## src/hw/rtl/assert_macros.svh

```systemverilog
// Assertion macros shared by the RTL files of the raster to RGBA converter.
// No dependencies; pulled in by `include where assertions are written.
`ifndef ASSERT_MACROS_SVH
`define ASSERT_MACROS_SVH

// property must hold at every clock edge outside reset
`define ASSERT_ALWAYS(lbl, clk, rst_n, expr) \
    lbl: assert property (@(posedge clk) disable iff (!rst_n) (expr)) \
        else $error("assertion failed");

// antecedent at one edge implies consequent at the next edge
`define ASSERT_NEXT(lbl, clk, rst_n, ante, cons) \
    lbl: assert property (@(posedge clk) disable iff (!rst_n) (ante) |=> (cons)) \
        else $error("assertion failed");

`endif

```

## src/hw/rtl/bmp2rgba_pkg.sv

```systemverilog
// Shared types and constants for the BMP raster to RGBA converter.
// No dependencies; imported by the top level, bmp2rgba_ctrl and bmp2rgba_emit.
package bmp2rgba_pkg;

    localparam int ROW_WIDTH_W = 13;
    localparam int POS_W       = 14;
    localparam int CFG_DATA_W  = 13;

    // configuration register indexes
    localparam logic CFG_PIXEL_DEPTH = 1'b0;
    localparam logic CFG_ROW_WIDTH   = 1'b1;

    // pixel depth codes
    localparam logic [1:0] DEPTH_4BPP  = 2'd0;
    localparam logic [1:0] DEPTH_8BPP  = 2'd1;
    localparam logic [1:0] DEPTH_24BPP = 2'd2;
    localparam logic [1:0] DEPTH_NONE  = 2'd3;

    // input item kinds
    localparam logic MODE_PALETTE = 1'b0;
    localparam logic MODE_RASTER  = 1'b1;

    localparam logic [1:0]  RESET_DEPTH = DEPTH_8BPP;
    localparam logic [12:0] RESET_WIDTH = 13'd32;

    localparam logic [7:0]  ALPHA_OPAQUE = 8'hFF;
    localparam logic [7:0]  ALPHA_CLEAR  = 8'h00;
    localparam logic [23:0] RGB_WHITE    = 24'hFFFFFF;
    localparam logic [23:0] RGB_KEY      = 24'h00FF00;

    // what one raster byte turns into, pending palette data
    typedef struct packed {
        logic        has_pix;
        logic        two;       // 4 bpp byte giving two pixels
        logic        lookup0;   // first pixel comes from the palette
        logic [23:0] rgb0;      // first pixel color when not looked up
        logic [7:0]  alpha0;
        logic        rend0;
        logic        rend1;
    } pix_desc_t;

    typedef struct packed {
        logic [7:0] byte0;
        logic [7:0] byte1;
        logic [7:0] byte2;
        logic [7:0] alpha;
        logic       last;
        logic       rend;
    } pixel_t;

endpackage

```

## src/hw/rtl/bmp2rgba_emit.sv

```systemverilog
// Decoded-byte holding stage and output register; splits 4 bpp bytes in two.
// Depends on bmp2rgba_pkg; instantiated by the top level.
module bmp2rgba_emit (
    input  logic                      clk,
    input  logic                      rst_n,
    input  logic                      take,
    input  bmp2rgba_pkg::pix_desc_t   desc_in,
    input  logic [23:0]               rd0,
    input  logic [23:0]               rd1,
    input  logic                      out_ready,
    output logic                      s1_free,
    output logic                      out_valid,
    output bmp2rgba_pkg::pixel_t      pix
);
    import bmp2rgba_pkg::*;

    logic      s1_valid_reg, s1_valid_next;
    logic      s1_half_reg, s1_half_next;
    pix_desc_t s1_desc_reg, s1_desc_next;
    logic      out_valid_reg, out_valid_next;
    pixel_t    pix_reg, pix_next;
    pixel_t    pix_sel;
    logic      load_out, s1_release;
    logic [23:0] rgb_sel;

    always_comb
    begin
        load_out   = s1_valid_reg && (!out_valid_reg || out_ready);
        s1_release = load_out && (s1_half_reg || !s1_desc_reg.two);
        s1_free    = !s1_valid_reg || s1_release;

        if (s1_half_reg)
        begin
            rgb_sel       = rd1;
            pix_sel.alpha = ALPHA_OPAQUE;
            pix_sel.last  = 1'b1;
            pix_sel.rend  = s1_desc_reg.rend1;
        end
        else
        begin
            rgb_sel       = s1_desc_reg.lookup0 ? rd0 : s1_desc_reg.rgb0;
            pix_sel.alpha = s1_desc_reg.alpha0;
            pix_sel.last  = !s1_desc_reg.two;
            pix_sel.rend  = s1_desc_reg.rend0;
        end
        pix_sel.byte0 = rgb_sel[7:0];
        pix_sel.byte1 = rgb_sel[15:8];
        pix_sel.byte2 = rgb_sel[23:16];

        s1_valid_next = s1_valid_reg;
        s1_half_next  = s1_half_reg;
        s1_desc_next  = s1_desc_reg;
        if (load_out)
        begin
            s1_half_next = !s1_release;
        end
        if (s1_release)
        begin
            s1_valid_next = 1'b0;
        end
        if (take)
        begin
            s1_valid_next = desc_in.has_pix;
            s1_half_next  = 1'b0;
            s1_desc_next  = desc_in;
        end

        out_valid_next = out_valid_reg;
        pix_next       = pix_reg;
        if (load_out)
        begin
            out_valid_next = 1'b1;
            pix_next       = pix_sel;
        end
        else if (out_ready)
        begin
            out_valid_next = 1'b0;
        end
    end

    always_ff @(posedge clk or negedge rst_n)
    begin
        if (!rst_n)
        begin
            s1_valid_reg  <= 1'b0;
            s1_half_reg   <= 1'b0;
            out_valid_reg <= 1'b0;
        end
        else
        begin
            s1_valid_reg  <= s1_valid_next;
            s1_half_reg   <= s1_half_next;
            out_valid_reg <= out_valid_next;
        end
    end

    always_ff @(posedge clk)
    begin
        s1_desc_reg <= s1_desc_next;
        pix_reg     <= pix_next;
    end

    assign out_valid = out_valid_reg;
    assign pix       = pix_reg;

endmodule
```

## config.mk

```make
export PLATFORM = sky130hd
export DESIGN_NAME = bmp2rgba_emit
export DESIGN_NICKNAME = d
export VERILOG_FILES = /design/src/hw/rtl/assert_macros.svh /design/src/hw/rtl/bmp2rgba_pkg.sv /design/src/hw/rtl/bmp2rgba_emit.sv
export SDC_FILE = /design/constraint.sdc
export NUM_CORES = 1
export LEC_CHECK = 0
export BUFFER_PORTS_ARGS = -buffer_cell sky130_fd_sc_hd__buf_2
export CORE_MARGIN = 1
export CORE_UTILIZATION = 47
export CTS_CLUSTER_SIZE = 12
export DETAILED_ROUTE_END_ITERATION = 7
export PLACE_DENSITY = 0.84
export SETUP_SLACK_MARGIN = 0.2
export SYNTH_ARGS = -nofsm -noshare
export SYNTH_HDL_FRONTEND = slang
export SYNTH_SLANG_ARGS = --single-unit
export TNS_END_PERCENT = 10
```

## constraint.sdc

```tcl
create_clock -name clk -period 3.1 [get_ports clk]
set_input_delay 0.31 -clock clk [delete_from_list [all_inputs] [get_ports clk]]
set_output_delay 0.31 -clock clk [all_outputs]
set_load 0.05 [all_outputs]
```

==> flow_metrics.tcl, run 1 <==
set metrics [dict create \
    status "completed" \
    grt_pass1_wl_mm 8.68 \
    hold_ws_ns 0.148 \
    cp.arrival_ns 1.50 \
    grt_max_degree 40 \
    routed_wl_mm 5.48 \
    yosysWarnings 0 \
    die_w_um 79.6 \
    synth.net_count 265 \
    seq_area_frac_synth_pct 77.0 \
    clk_pin_slew_worst_paths_ns 0.07 \
    synthCells 176 \
    cts_tree "built" \
    critPathRequiredTime_ns 2.79 \
    tightest_slew_ns 0.944 \
    drt_iter0_markers 131 \
    clock_latency_ns 0.33 \
    dr.pass1.iters 4 \
    syn_to_final_growth_pct 29.8 \
    layout-drive-gt1-share_pct 48.2 \
    cts_hold_buf 1 \
    p_leak_uw 0.00155 \
    htree_levels 3 \
    num_antenna_cells 0 \
    portBuffers 124 \
    timing.final.crit_share_pct 58.4 \
    final_nets 395 \
    grt_antenna_before_repair 1 \
    cts_resized 0 \
    slew_headroom_pct 36.9 \
    core_area_um2 5640 \
    grt_use_total_pct 18.8 \
    ir_worst_vdd_v 0.000374 \
    end_kind "primary output" \
    hold_viol 0 \
    postCtsSetupRepairBufs 0 \
    largest_reg_flops 36 \
    grt_pass1_vias 1950 \
    wl_per_cell_um 14.3 \
    ys_types 19 \
    clockBufferDepth 2 \
    setup_viol 0 \
    timing.fmax_mhz 552 \
    ant_nets 0 \
    grt_setup_unrepaired "no" \
    critPathKind "reg2out" \
    cts_made_buffers 9 \
    drv_cap 0 \
    gp_congestion 0.820 \
    syn_avg_cell_area_um2 16.1 \
    finalClockSkew_ns 0.00790 \
    path_max_fanout 26 \
    route.detailed.drc 0 \
    worstHoldPathType "in2reg" \
    start_util_pct 50.1 \
    cp-start-kind "flop" \
    synthesis.area_um2 2830 \
    die_area_um2 6330 \
    min_period_ns 1.81 \
    vias_per_cell 4.88 \
    pin_count 125 \
    power.density_nw_per_um2 599 \
    fp.dieH_um 79.6 \
    rows 27 \
    slew_viol_final 0 \
    vias 1869 \
    setup-tns-final_ns 0 \
    overflow 0 \
    cts.sinks 73 \
    ys_ff_latch 73 \
    clockRootBuffer "clkbuf_8" \
]
kinds of logic after synthesis:
group / count (synthesis) / synth area share [%]
compound gates: 28 / 4.96
buf+inv: 11 / 2.92
flops: 73 / 77.0
simple gates: 39 / 6.20
mux: 25 / 8.90
worst max-delay path, cell delays in order (launching register included):
cell and delay, ns:
dfrtp_1 0.35, buf_4 0.25, nor2b_1 0.11, o21ai_1 0.16, buf_2 0.29
per-layer routing:
layer / vias to the layer above / track usage (%) / routed length [µm]
met1: 859 / 20.3 / 2050
li1: 911 / - / -
met4: 0 / 12.2 / 235
met5: - / 0 / 0
met3: 20 / 5.71 / 311
met2: 79 / 31.8 / 2890
cell usage after synthesis:
master,number,area share [%]
clkbuf_1,1,0.13
buf_6,1,0.40
o21ai_0,6,1.1
nand3_1,1,0.18
buf_4,2,0.53
buf_8,2,1.1
mux2i_1,24,8.5
edfxtp_1,70,74
buf_2,3,0.53
nand2b_1,1,0.22
or2_2,8,1.8
dfrtp_1,3,2.7
nor2b_1,2,0.44
nor2_1,1,0.13
nand2_1,26,3.5
a21oi_1,1,0.18
mux2_2,1,0.40
o21ai_1,21,3.7
inv_1,2,0.27
cell usage in the layout (no fill, tap or decap), drive strengths merged:
| master | count |
|---|---|
| buf | 127 |
| edfxtp | 70 |
| o21ai | 27 |
| nand2 | 26 |
| mux2i | 24 |
| clkbuf | 13 |
| or2 | 8 |
| dfrtp | 3 |
| inv | 2 |
| nor2b | 2 |
| clkinv | 2 |
| nor2 | 1 |
| mux2 | 1 |
| nand2b | 1 |
| nand3 | 1 |
| a21oi | 1 |
| clkinvlp | 1 |
| dlygate4sd3 | 1 |
worst paths after layout:
kind	cells after the start	start	end	slack, ns
setup / recovery	4	s1_half_reg$_DFFE_PN0P_	s1_free	1.29
hold / removal	1	desc_in[15]	s1_desc_reg[15]$_DFFE_PP_	0.15
setup reg to reg	2	out_valid$_DFFE_PN0P_	pix[19]$_DFFE_PP_	1.40
hold reg to reg	1	s1_desc_reg[2]$_DFFE_PP_	pix[2]$_SDFFCE_PP1P_	0.50
max in group asynchronous	2	rst_n	s1_valid_reg$_DFFE_PN0P_	2.65
min in group asynchronous	2	rst_n	s1_half_reg$_DFFE_PN0P_	0.34
power breakdown:
part | internal, µW | switching (µW) | leakage [µW]
Clock | 311 | 320 | 0.0000834
Sequential | 1180 | 21.7 | 0.000709
Combinational | 114 | 247 | 0.000761
Total | 1610 | 588 | 0.00155
metrics by stage:
stage                     worst slack (ns)  util (%)  cells  total power (µW)  area, µm²
final                                 1.29      65.0    383              2200       3670
after detailed placement              1.39      61.9    366              1590       3490
after global routing                  1.14      65.0    383              2290       3670
after CTS                             1.27      65.0    383              2220       3670
after global placement                1.48      61.9    366              1580       3490
after floorplan                      0.443         -    176              1470       2830
layout make-up:
class | count | area, µm²
Sequential cell | 73 | 2180
Fill cell | 426 | 1970
Timing Repair Buffer | 128 | 653
Multi-Input combinational cell | 92 | 574
Clock buffer | 13 | 149
Tap cell | 72 | 90.1
Clock inverter | 3 | 17.5
Inverter | 2 | 7.51
(Power assumes the default switching activity.)
==> run 2, diff against run 1 <==
clock period = 1.88 ns   (was 3.1 ns; I/O delays follow)
==> flow_metrics.tcl, run 2 (same netlist as run 1, synthesis figures left out) <==
set metrics [dict create \
    pin_count 125 \
    path_max_fanout 3 \
    cts_tree "built" \
    grt_use_met2_pct 30.4 \
    drv_cap 0 \
    grt_pass1_vias 1773 \
    cpPeakStageDelay_ns 0.37 \
    power.density_nw_per_um2 1030 \
    htree_levels 3 \
    dr.pass1.iters 4 \
    start_util_pct 50.1 \
    overflow 0 \
    use_met1_pct 20.9 \
    die_w_um 79.6 \
    gp_congestion 0.741 \
    seqPwrFrac_pct 51.4 \
    comb_power_share_pct 15.9 \
    finalClockSkew_ns 0.00581 \
    route.detailed.drc 0 \
    grt_setup_unrepaired "no" \
    final_nets 398 \
    rows 27 \
    end_kind "primary output" \
    setup_viol 0 \
    busiest_layer "met2" \
    r2r-end "pix[33]$_DFFE_PP_" \
    dp_hpwl_mm 4.07 \
    die_area_um2 6330 \
    setup-tns-final_ns 0 \
    clock_latency_ns 0.33 \
    critPathRequiredTime_ns 1.69 \
    grt_use_total_pct 18.0 \
    cts_made_buffers 9 \
    clk_pin_slew_worst_paths_ns 0.07 \
    vias 1824 \
    cts_resized 0 \
    largest_reg_flops 36 \
    ant_nets 0 \
    min_period_ns 1.57 \
    core_area_um2 5640 \
    vias_per_cell 4.71 \
    slew_viol_final 0 \
    p_leak_uw 0.00159 \
    timing.fmax_mhz 639 \
    critPathKind "reg2out" \
    hold_viol 0 \
    drt_iter0_markers 105 \
    layout_common_cells "buf_2 (124), edfxtp_1 (70), nand2_1 (26)" \
    clockBufferDepth 2 \
    power_frac_clock_pct 32.7 \
    cp-endpoint "s1_free" \
    portBuffers 124 \
    worstHoldPathType "in2reg" \
    rr_startpoint "out_valid$_DFFE_PN0P_" \
    ir_worst_vdd_v 0.000563 \
    wl_per_cell_um 14.0 \
    syn_to_final_growth_pct 33.1 \
    cts.sinks 73 \
    grt_pass1_wl_mm 8.14 \
    slowest_stage "dfrtp_2" \
    tightest_slew_ns 0.386 \
    cp-start-kind "flop" \
    switchingPower_uw 968 \
    fillerInstances 420 \
    r2r_cells 3 \
    netSwitchingFraction_pct 25.1 \
    cp.arrival_ns 1.38 \
    timing.final.crit_share_pct 83.3 \
    clockRootBuffer "clkbuf_8" \
    grt_antenna_before_repair 1 \
    layout-drive-gt1-share_pct 49.0 \
    hold_ws_ns 0.0273 \
    routed_wl_mm 5.42 \
    cp-startpoint "out_valid$_DFFE_PN0P_" \
    status "completed" \
    met3_usage_pct 4.46 \
    slew_headroom_pct 74.2 \
    fp.dieH_um 79.6 \
    rrSetupSlack_ns 0.61 \
    grt_max_degree 35 \
    final_common_cell "buf_2" \
    internal-power_uw 2890 \
    path_cells "nor2b_1, o21ai_2, buf_2" \
]
## run 2: changes by cell type in the layout (fill, tap and decap cells not counted), sizes merged
cell | previous run | this run
clkbuf | 13 | 12
bufinv | 0 | 2
clkinvlp | 1 | 0
buf | 127 | 130
diode | 0 | 1
## run 2: metal layers
metal  up-vias  share of wire, %
met5         -                 0
met4         0               2.2
met3        11               6.8
met2        75                52
met1       825                39
li1        913                 -
## run 2: power by group through the flow
stage | combinational, µW | clock (µW) | sequential (µW)
6_report | 613 | 1260 | 1980
2_1_floorplan | 189 | 0 | 2240
5_1_grt | 656 | 1360 | 2000
4_1_cts | 618 | 1290 | 1990
3_5_place_dp | 615 | 0 | 2020
3_3_place_gp | 604 | 0 | 2010
## run 2: timing repair
action,in CTS,in global routing
hold endpoints to repair,3,0
buffers inserted,0,0
hold buffers,1,0
## run 2: through the flow
step / setup WS (ns) / instances / util [%] / total power, µW / instance area (µm²)
after floorplan: 0.213 / 176 / - / 2430 / 2840
after global placement: 0.661 / 369 / 62.9 / 2620 / 3550
after detailed placement: 0.620 / 369 / 62.9 / 2640 / 3550
after CTS: 0.280 / 386 / 66.6 / 3890 / 3760
after global routing: 0.233 / 386 / 66.6 / 4010 / 3760
final: 0.314 / 387 / 66.7 / 3860 / 3760
## run 2: worst max-delay path, delay by kind of cell, from the launching register on
| kind | cells | cell delay [ns] |
|---|---|---|
| AO/OA/AOI/OAI | 1 | 0.11 |
| buffers and inverters | 1 | 0.22 |
| flip-flops | 1 | 0.37 |
| AND/OR/NAND/NOR | 1 | 0.34 |
## run 2: how the worst min path moves through the flow
stage / from / to / slack (ns) / depth (start not counted)
2_1_floorplan: rst_n / out_valid$_DFFE_PN0P_ / -0.11 / 0
3_3_place_gp: rst_n / s1_valid_reg$_DFFE_PN0P_ / -0.01 / 1
3_5_place_dp: rst_n / s1_valid_reg$_DFFE_PN0P_ / -0.01 / 1
4_1_cts: desc_in[7] / s1_desc_reg[7]$_DFFE_PP_ / 0.01 / 1
5_1_grt: desc_in[3] / s1_desc_reg[3]$_DFFE_PP_ / 0.01 / 1
6_report: desc_in[7] / s1_desc_reg[7]$_DFFE_PP_ / 0.03 / 1
## run 2: layout make-up
class | count | area [µm²] | share of cell area (%)
diodes | 1 | 2.50 | 0.0665
clock buffers | 12 | 135 | 3.59
clock inverters | 4 | 67.6 | 1.80
inverters | 2 | 7.51 | 0.200
multi-input cells | 92 | 578 | 15.4
flip-flops and latches | 73 | 2180 | 58.0
well taps | 72 | 90.1 | 2.40
repair buffers | 131 | 701 | 18.6
