File: src/hw/rtl/assert_macros.svh
// Assertion macros shared by the RTL files of the raster to RGBA converter.
// No dependencies; pulled in by `include where assertions are written.
`ifndef ASSERT_MACROS_SVH
`define ASSERT_MACROS_SVH

// property must hold at every clock edge outside reset
`define ASSERT_ALWAYS(lbl, clk, rst_n, expr) \
    lbl: assert property (@(posedge clk) disable iff (!rst_n) (expr)) \
        else $error("assertion failed");

// antecedent at one edge implies consequent at the next edge
`define ASSERT_NEXT(lbl, clk, rst_n, ante, cons) \
    lbl: assert property (@(posedge clk) disable iff (!rst_n) (ante) |=> (cons)) \
        else $error("assertion failed");

`endif

File: src/hw/rtl/bmp2rgba_pkg.sv
// Shared types and constants for the BMP raster to RGBA converter.
// No dependencies; imported by the top level, bmp2rgba_ctrl and bmp2rgba_emit.
package bmp2rgba_pkg;

    localparam int ROW_WIDTH_W = 13;
    localparam int POS_W       = 14;
    localparam int CFG_DATA_W  = 13;

    // configuration register indexes
    localparam logic CFG_PIXEL_DEPTH = 1'b0;
    localparam logic CFG_ROW_WIDTH   = 1'b1;

    // pixel depth codes
    localparam logic [1:0] DEPTH_4BPP  = 2'd0;
    localparam logic [1:0] DEPTH_8BPP  = 2'd1;
    localparam logic [1:0] DEPTH_24BPP = 2'd2;
    localparam logic [1:0] DEPTH_NONE  = 2'd3;

    // input item kinds
    localparam logic MODE_PALETTE = 1'b0;
    localparam logic MODE_RASTER  = 1'b1;

    localparam logic [1:0]  RESET_DEPTH = DEPTH_8BPP;
    localparam logic [12:0] RESET_WIDTH = 13'd32;

    localparam logic [7:0]  ALPHA_OPAQUE = 8'hFF;
    localparam logic [7:0]  ALPHA_CLEAR  = 8'h00;
    localparam logic [23:0] RGB_WHITE    = 24'hFFFFFF;
    localparam logic [23:0] RGB_KEY      = 24'h00FF00;

    // what one raster byte turns into, pending palette data
    typedef struct packed {
        logic        has_pix;
        logic        two;       // 4 bpp byte giving two pixels
        logic        lookup0;   // first pixel comes from the palette
        logic [23:0] rgb0;      // first pixel color when not looked up
        logic [7:0]  alpha0;
        logic        rend0;
        logic        rend1;
    } pix_desc_t;

    typedef struct packed {
        logic [7:0] byte0;
        logic [7:0] byte1;
        logic [7:0] byte2;
        logic [7:0] alpha;
        logic       last;
        logic       rend;
    } pixel_t;

endpackage

File: src/hw/rtl/bmp2rgba_ctrl.sv
// Row position tracking and per-byte pixel decode for the raster stream.
// Depends on bmp2rgba_pkg; instantiated by the top level.
module bmp2rgba_ctrl #(
    parameter int MAX_WIDTH = 4096
) (
    input  logic                          clk,
    input  logic                          rst_n,
    input  logic                          take_raster,
    input  logic [7:0]                    data_byte,
    input  logic [1:0]                    pixel_depth,
    input  logic [bmp2rgba_pkg::ROW_WIDTH_W-1:0] row_width,
    output bmp2rgba_pkg::pix_desc_t       desc
);
    import bmp2rgba_pkg::*;

    localparam int LW     = $clog2(3 * MAX_WIDTH + 2);
    localparam int CALC_W = (LW > POS_W) ? LW : POS_W;
    localparam logic [CALC_W-1:0] MAX_W_C = CALC_W'(MAX_WIDTH);
    localparam logic [CALC_W-1:0] ONE_C   = CALC_W'(1);

    logic [POS_W-1:0]  pos_reg, pos_next;
    logic [1:0]        phase_reg, phase_next;
    logic [15:0]       partial_reg, partial_next;

    logic [CALC_W-1:0] rw_ext, w, wm1, payload, line, pos_raw, pos, pos_inc, pos_n;
    logic [CALC_W-1:0] px, px1;
    logic [1:0]        phase, phase_inc;
    logic              wrap, in_pay, active;
    logic [23:0]       rgb24;

    always_comb
    begin
        rw_ext = CALC_W'(row_width);
        if (rw_ext == '0)
        begin
            w = ONE_C;
        end
        else if (rw_ext > MAX_W_C)
        begin
            w = MAX_W_C;
        end
        else
        begin
            w = rw_ext;
        end
        wm1 = w - ONE_C;

        unique case (pixel_depth)
            DEPTH_4BPP:  payload = (w + ONE_C) >> 1;
            DEPTH_8BPP:  payload = w;
            DEPTH_24BPP: payload = (w << 1) + w;
            default:     payload = w;
        endcase
        line = (payload + ONE_C) & ~ONE_C;

        pos_raw = CALC_W'(pos_reg);
        wrap    = pos_raw >= line;
        pos     = wrap ? '0 : pos_raw;
        phase   = wrap ? 2'd0 : phase_reg;
        in_pay  = pos < payload;
        px      = pos << 1;
        px1     = px + ONE_C;
        rgb24   = {data_byte, partial_reg};

        pos_inc   = pos + ONE_C;
        pos_n     = (pos_inc >= line) ? '0 : pos_inc;
        phase_inc = (phase == 2'd2) ? 2'd0 : phase + 2'd1;
        active    = take_raster && (pixel_depth != DEPTH_NONE);

        desc         = '0;
        desc.alpha0  = ALPHA_OPAQUE;
        partial_next = partial_reg;

        if (in_pay)
        begin
            unique case (pixel_depth)
                DEPTH_8BPP:
                begin
                    desc.has_pix = 1'b1;
                    desc.rend0   = pos == wm1;
                    if (data_byte == 8'h00)
                    begin
                        desc.rgb0   = RGB_WHITE;
                        desc.alpha0 = ALPHA_CLEAR;
                    end
                    else
                    begin
                        desc.lookup0 = 1'b1;
                    end
                end
                DEPTH_4BPP:
                begin
                    desc.has_pix = 1'b1;
                    desc.lookup0 = 1'b1;
                    desc.two     = px1 < w;
                    desc.rend0   = px == wm1;
                    desc.rend1   = px1 == wm1;
                end
                DEPTH_24BPP:
                begin
                    if (phase == 2'd0)
                    begin
                        partial_next = {8'h00, data_byte};
                    end
                    else if (phase == 2'd1)
                    begin
                        partial_next = {data_byte, partial_reg[7:0]};
                    end
                    else
                    begin
                        desc.has_pix = 1'b1;
                        desc.rend0   = pos == payload - ONE_C;
                        if (rgb24 == RGB_KEY)
                        begin
                            desc.alpha0 = ALPHA_CLEAR;
                        end
                        else
                        begin
                            desc.rgb0 = rgb24;
                        end
                    end
                end
                default:
                begin
                    desc.has_pix = 1'b0;
                end
            endcase
        end

        if (!active)
        begin
            desc.has_pix = 1'b0;
            partial_next = partial_reg;
        end

        pos_next   = pos_reg;
        phase_next = phase_reg;
        if (active)
        begin
            pos_next   = pos_n[POS_W-1:0];
            phase_next = (pos_next == '0) ? 2'd0 : phase_inc;
        end
    end

    always_ff @(posedge clk or negedge rst_n)
    begin
        if (!rst_n)
        begin
            pos_reg     <= '0;
            phase_reg   <= 2'd0;
            partial_reg <= 16'h0000;
        end
        else
        begin
            pos_reg     <= pos_next;
            phase_reg   <= phase_next;
            partial_reg <= partial_next;
        end
    end

endmodule

File: config.mk
export PLATFORM = sky130hd
export DESIGN_NAME = bmp2rgba_ctrl
export DESIGN_NICKNAME = d
export VERILOG_FILES = /design/src/hw/rtl/assert_macros.svh /design/src/hw/rtl/bmp2rgba_pkg.sv /design/src/hw/rtl/bmp2rgba_ctrl.sv
export SDC_FILE = /design/constraint.sdc
export NUM_CORES = 1
export LEC_CHECK = 0
export BUFFER_PORTS_ARGS = -buffer_cell sky130_fd_sc_hd__buf_2
export CAP_MARGIN = 20
export CORE_UTILIZATION = 50
export CTS_CLUSTER_SIZE = 30
export DETAILED_ROUTE_END_ITERATION = 8
export GPL_TIMING_DRIVEN = 0
export PLACE_DENSITY = 0.72
export SKIP_LAST_GASP = 1
export SYNTH_ARGS = -nofsm -noshare
export SYNTH_HDL_FRONTEND = slang
export SYNTH_SLANG_ARGS = --single-unit
File: constraint.sdc
create_clock -name clk -period 10.3 [get_ports clk]
set_input_delay 1.545 -clock clk [delete_from_list [all_inputs] [get_ports clk]]
set_output_delay 1.545 -clock clk [all_outputs]
set_load 0.02 [all_outputs]
==> results of run 1 <==
cells in the mapped netlist (all sizes together) (6+ instances only):
cell type / n
nor4: 19
clkbuf: 28
and3: 8
xnor2: 46
and4: 6
nand2: 119
o21a: 7
o41ai: 6
nand2b: 15
nor2b: 13
o21ai: 41
and2: 11
inv: 45
a211oi: 9
o22ai: 7
a21oi: 50
dfrtp: 32
nand3: 33
mux2: 9
o211ai: 6
buf: 26
nor2: 57
nand4: 22
a31oi: 6
mux2i: 12
a21o: 14
xor2: 29
nor3: 22
ha: 81
cell type report:
| class | instances | area [um^2] |
|---|---|---|
| Sequential cell | 32 | 801 |
| Clock buffer | 8 | 146 |
| Timing Repair Buffer | 120 | 1010 |
| Multi-Input combinational cell | 732 | 5950 |
| Fill cell | 1011 | 3950 |
| Tap cell | 172 | 215 |
| Inverter | 47 | 186 |
| Buffer | 52 | 353 |
report_power, final:
part	switching, mW	internal [mW]
combinational	0.494	0.361
sequential	0.0502	0.170
clock	0.0539	0.0963
per-layer routing:
layer	wire length, um	GRT usage (%)
met4	1200	15.7
met5	0	0
met1	9770	46.8
met2	10800	53.4
met3	1990	5.23
cells by family (layout without fill, tap and decap cells):
logic type / after synthesis / after routing / share of synthesized area [%]
multiplexers: 21 / 21 / 3.93
adder cells (fa/ha/maj): 82 / 82 / 15.9
flip-flops: 32 / 32 / 12.3
AO/OA/AOI/OAI: 206 / 206 / 22.4
XOR/XNOR: 75 / 75 / 10.2
buffers and inverters: 101 / 227 / 7.08
AND/OR/NAND/NOR: 348 / 348 / 28.1
cells in the final DEF, fill, tap and decap left out, types with 30 or more instances in the layout:
| cell type | Yosys | routed |
|---|---|---|
| buf_2 | 11 | 30 |
| buf_4 | 7 | 66 |
| buf_6 | 5 | 45 |
| dfrtp_1 | 32 | 32 |
| ha_1 | 81 | 73 |
| inv_1 | 43 | 40 |
| nand2_1 | 117 | 110 |
| nand3_1 | 32 | 30 |
| nor2_1 | 56 | 47 |
| o21ai_0 | 40 | 32 |
| xnor2_1 | 46 | 44 |
tightest hold or removal path: stages (launching register included):
cell and delay, ns:
dfrtp_1 0.36, nand2_1 0.05, o21ai_0 0.06
path summary, 6_finish.rpt:
check,endpoint,slack [ns],cells past startpoint,start
setup / recovery,desc[1],-0.55,36,row_width[0]
hold / removal,partial_reg[15]$_DFFE_PN0P_,0.51,2,partial_reg[15]$_DFFE_PN0P_
setup reg to reg,phase_reg[1]$_DFFE_PN0P_,3.35,30,pos_raw[1]$_DFFE_PN0P_
hold reg to reg,partial_reg[15]$_DFFE_PN0P_,0.51,2,partial_reg[15]$_DFFE_PN0P_
max in group asynchronous,partial_reg[15]$_DFFE_PN0P_,8.50,1,rst_n
min in group asynchronous,pos_raw[8]$_DFFE_PN0P_,1.33,1,rst_n
repair_timing:
item,4_1_cts,5_1_grt
endpoints found under the setup margin,53,53
setup buffers,42,17
gates cloned,0,1
gates resized for setup,95,149
pin swaps,35,33
per-stage QoR:
step,setup TNS (ns),setup WS (ns)
floorplan,-0.0560,-0.0560
global route,-14.96,-0.786
finish,-6.74,-0.551
global placement,-56.14,-1.66
CTS,-0.414,-0.336
detailed placement,-60.56,-1.74
==> flow_summary.ini, run 1 <==
[sta]
max_freq_mhz = 92.2
min_period_over_period_pct = 105
slew_headroom_pct = 43.7
tightest_slew_ns = 0.838
finalHoldViolations = 0
holdWs_ns = 0.512
timing.final.ws_setup_ns = -0.551
setup_viol = 37
finalCriticalPeriod_ns = 10.85
maxSlewViolCount = 0
rsz0062_at_grt = yes
fin_skew_ns = 0.00187

[worst_setup_path]
critPathMaxFanout = 8
worst-endpoint-required_ns = 8.76
worstSetupStartpointType = input port
cp_slowest_cell = o41ai_4
end_kind = output port
cpPeakStageDelay_ns = 0.45
cpMostUsedCell = buf_6
crit_type = in -> out
cp.arrival_ns = 9.31
crit_buf_inv = 5
crit_family = compound AO/OA/AOI/OAI gates

[logic_synthesis]
yosys.area.top_type = ha_1
ys.flop_type = dfrtp_1
synth_seq_cells = 32
synth_area_per_cell_um2 = 7.50
yosysSeqAreaShare_pct = 12.3
synth_edf_count = 0
yosysTopAreaCellShare_pct = 15.6
synth_cell_types = 90
async_flop_share_pct = 100
syn_area_um2 = 6490
syn_nets = 973
synthCells = 865
synth_warnings = 0
synth_area_leaders = ha_1 16%, dfrtp_1 12%, nand2_1 6.8%

[routing]
drc = 0
vias = 7365
viasPerCell = 6.33
drt-initial-drc-count = 728
routed_wl_mm = 23.7
ant_nets = 0
wl_per_cell_um = 20.4
firstDrtPassIters = 6

[clock_network]
path_clk_slew_ns = 0.05
cts_tree = yes
cts_sinks = 32
cts_buffers = 5
cts.path.max_buffers = 2
root_buffer = clkbuf_16
insertion_delay_ns = 0.28
holdBufCountCts = 0
ctsHtreeMaxLevel = 2

[floorplanning]
die-area_um2 = 13400
die_h_um = 116
core_area_um2 = 12600
initial_core_util_pct = 51.4
dieWidth_um = 116
io_pins = 63
rows = 41

[placement]
place_area_um2 = 7170
place_congestion = 0.938
port_buffers = 61
dp_cells = 1098
dp_hpwl_mm = 16.6

[outcome]
failed_checks = negative setup slack
outcome = complete, but fails checks

[grt]
grt_max_degree = 33
grt_pass1_vias = 6620
grtUsageTotal_pct = 34.4
grt_pass1_wl_mm = 35.5
antenna_found_initial = 0
gr-total-overflow = 0

[flow_run]
drv_cap = 0

[final_layout]
drive_above_1_share_pct = 29.5
antenna_cells = 0
final_cell_area_um2 = 8670
finalNonFillerCells = 1163
fin_nets = 1098
largest_reg_flops = 16
area_growth_pct = 33.6
post-route-util_pct = 68.7

[pwr]
power_density_nw_per_um2 = 141
p_total_mw = 1.23
max-vdd-ir-drop_uv = 104
leakagePower_nw = 3.81

[worst_hold_path]
hold_path.class = reg -> reg
(Power assumes the default switching activity.)
==> run 2: changes to the inputs <==
==> constraint.sdc (replaced) <==
create_clock -name clk -period 10.3 [get_ports clk]
set_input_delay 1.545 -clock clk [delete_from_list [all_inputs] [get_ports clk]]
set_output_delay 1.545 -clock clk [all_outputs]
set_load 0.1 [all_outputs]
==> run 2 against run 1 <==
The run still ends with negative setup slack left; final cell count down 1.0%; flip-flop and latch count stayed put; first-iteration DRC count fell by 5.2%; clock skew grew 0.0039 ns; die area unchanged; hold slack gained 0.013 ns; wire length fell by 0.19%; count of clock-buffer cells in the layout shrank 1; combinational power up 10%; final area increased by 3.6%; critical path type unchanged; largest power group unchanged.
==> flow_summary.ini, run 2 (same netlist as run 1, synthesis figures left out) <==
[clock_network]
insertion_delay_ns = 0.28
ctsHtreeMaxLevel = 2
path_clk_slew_ns = 0.05
cts_buffers = 5
cts_sinks = 32
root_buffer = clkbuf_16
cts_tree = yes
cts.path.max_buffers = 2

[grt]
antenna_found_initial = 0
gr-total-overflow = 0
grt_max_degree = 33
grt_pass1_vias = 6733
grt_pass1_wl_mm = 36.1
grtUsageTotal_pct = 35.1

[sta]
holdWs_ns = 0.525
timing.setup.tns_ns = -8.02
min_period_over_period_pct = 107
timing.final.ws_setup_ns = -0.671
fin_skew_ns = 0.00578
setup_viol = 33
tightest_slew_ns = 1.15
maxSlewViolCount = 0
finalCriticalPeriod_ns = 10.97
slew_headroom_pct = 23.3
finalHoldViolations = 0
max_freq_mhz = 91.2
rsz0062_at_grt = yes

[worst_setup_path]
end_kind = output port
worst-endpoint-required_ns = 8.76
critPathMaxFanout = 6
worstSetupStartpointType = input port
crit_buf_inv = 6
crit_family = compound AO/OA/AOI/OAI gates
crit_type = in -> out
cp.arrival_ns = 9.43
cp_slowest_cell = or3b_4
cpPeakStageDelay_ns = 0.43

[floorplanning]
io_pins = 63
die-area_um2 = 13400
die_h_um = 116
initial_core_util_pct = 51.4
rows = 41
dieWidth_um = 116
core_area_um2 = 12600

[final_layout]
final_common_cell = nand2_1
final_cell_mix = 110 x nand2_1, 73 x ha_1, 54 x buf_4, 49 x nor2_1, 44 x xnor2_1
antenna_cells = 0
largest_reg_flops = 16
nFillCells = 1002
drive_above_1_share_pct = 28.9
fin_nets = 1087
area_growth_pct = 38.5
finalNonFillerCells = 1151
post-route-util_pct = 71.2

[worst_hold_path]
hold_path.class = reg -> reg

[pwr]
swShare_pct = 51.7
p_total_mw = 1.32
max-vdd-ir-drop_uv = 86.1
clkPwrFrac_pct = 11.7
power_density_nw_per_um2 = 147
power.switching_mw = 0.680
intPower_mw = 0.636
leakagePower_nw = 3.82
pwr-share-comb_pct = 71.6
power_frac_seq_pct = 16.8

[routing]
drc = 0
wl_per_cell_um = 20.6
firstDrtPassIters = 6
viasPerCell = 6.27
routed_wl_mm = 23.7
drt-initial-drc-count = 690
ant_nets = 0
vias = 7213

[placement]
port_buffers = 61
dp_cells = 1098
place_congestion = 0.952
dp_hpwl_mm = 16.9

[outcome]
failed_checks = negative setup slack
outcome = complete, but fails checks

[flow_run]
drv_cap = 0
run 2: cell count changes in the layout (fill, tap and decap cells not counted), sizes merged:
cell,change
buf,-14
clkbuf,+2
run 2: repair_timing:
item / CTS / global route
setup buffers: 37 / 10
gates cloned: 1 / 0
pin swaps: 31 / 24
setup endpoints to repair: 53 / 53
gates resized for setup: 188 / 55
hold buffers: 0 / 0
run 2: final timing paths:
check                           slack, ns  depth (start not counted)                        start                          end
worst max-delay path                -0.67                         36                 row_width[8]                      desc[1]
max in group asynchronous            8.53                          1                        rst_n   partial_reg[1]$_DFFE_PN0P_
worst min-delay path                 0.52                          2  partial_reg[13]$_DFFE_PN0P_  partial_reg[13]$_DFFE_PN0P_
worst max register to register       3.64                         33       pos_raw[1]$_DFFE_PN0P_     phase_reg[1]$_DFFE_PN0P_
min in group asynchronous            1.32                          1                        rst_n       pos_raw[8]$_DFFE_PN0P_
worst min register to register       0.52                          2  partial_reg[13]$_DFFE_PN0P_  partial_reg[13]$_DFFE_PN0P_
run 2: routing by layer:
layer	wire, um	share of wire, %	up-vias	GRT usage [%]
li1	-	-	3361	-
met1	9800	41	3387	47.2
met2	10600	45	376	54.4
met3	2160	9.1	89	6.75
met4	1090	4.6	0	15.4
met5	0	0	-	0
run 2: per-stage QoR:
step | instance area [um^2] | worst slack [ns]
after global placement | 7470 | -1.98
final | 8980 | -0.671
after global routing | 8980 | -0.963
after detailed placement | 7470 | -2.00
after CTS | 8640 | -0.477
after floorplan | 6950 | -0.425
run 2: power by group through the flow:
stage	registers (mW)	clock network, mW	logic (mW)
floorplan	0.201	0	0.613
global placement	0.219	0	0.776
detailed placement	0.220	0	0.784
CTS	0.217	0.153	0.875
global route	0.226	0.160	1.00
finish	0.221	0.153	0.942
run 2: worst min-delay path, cell delays in order (launching register included):
cell and delay, ns:
dfrtp_1 0.37, nand2_1 0.05, o21ai_0 0.06
run 2: cell type report:
type | count | area [um^2] | area share, %
clock buffers | 7 | 153 | 1.70
well taps | 172 | 215 | 2.40
inverters | 47 | 186 | 2.08
flip-flops and latches | 32 | 801 | 8.91
repair buffers | 110 | 1220 | 13.6
multi-input cells | 732 | 6090 | 67.8
plain buffers | 51 | 323 | 3.59
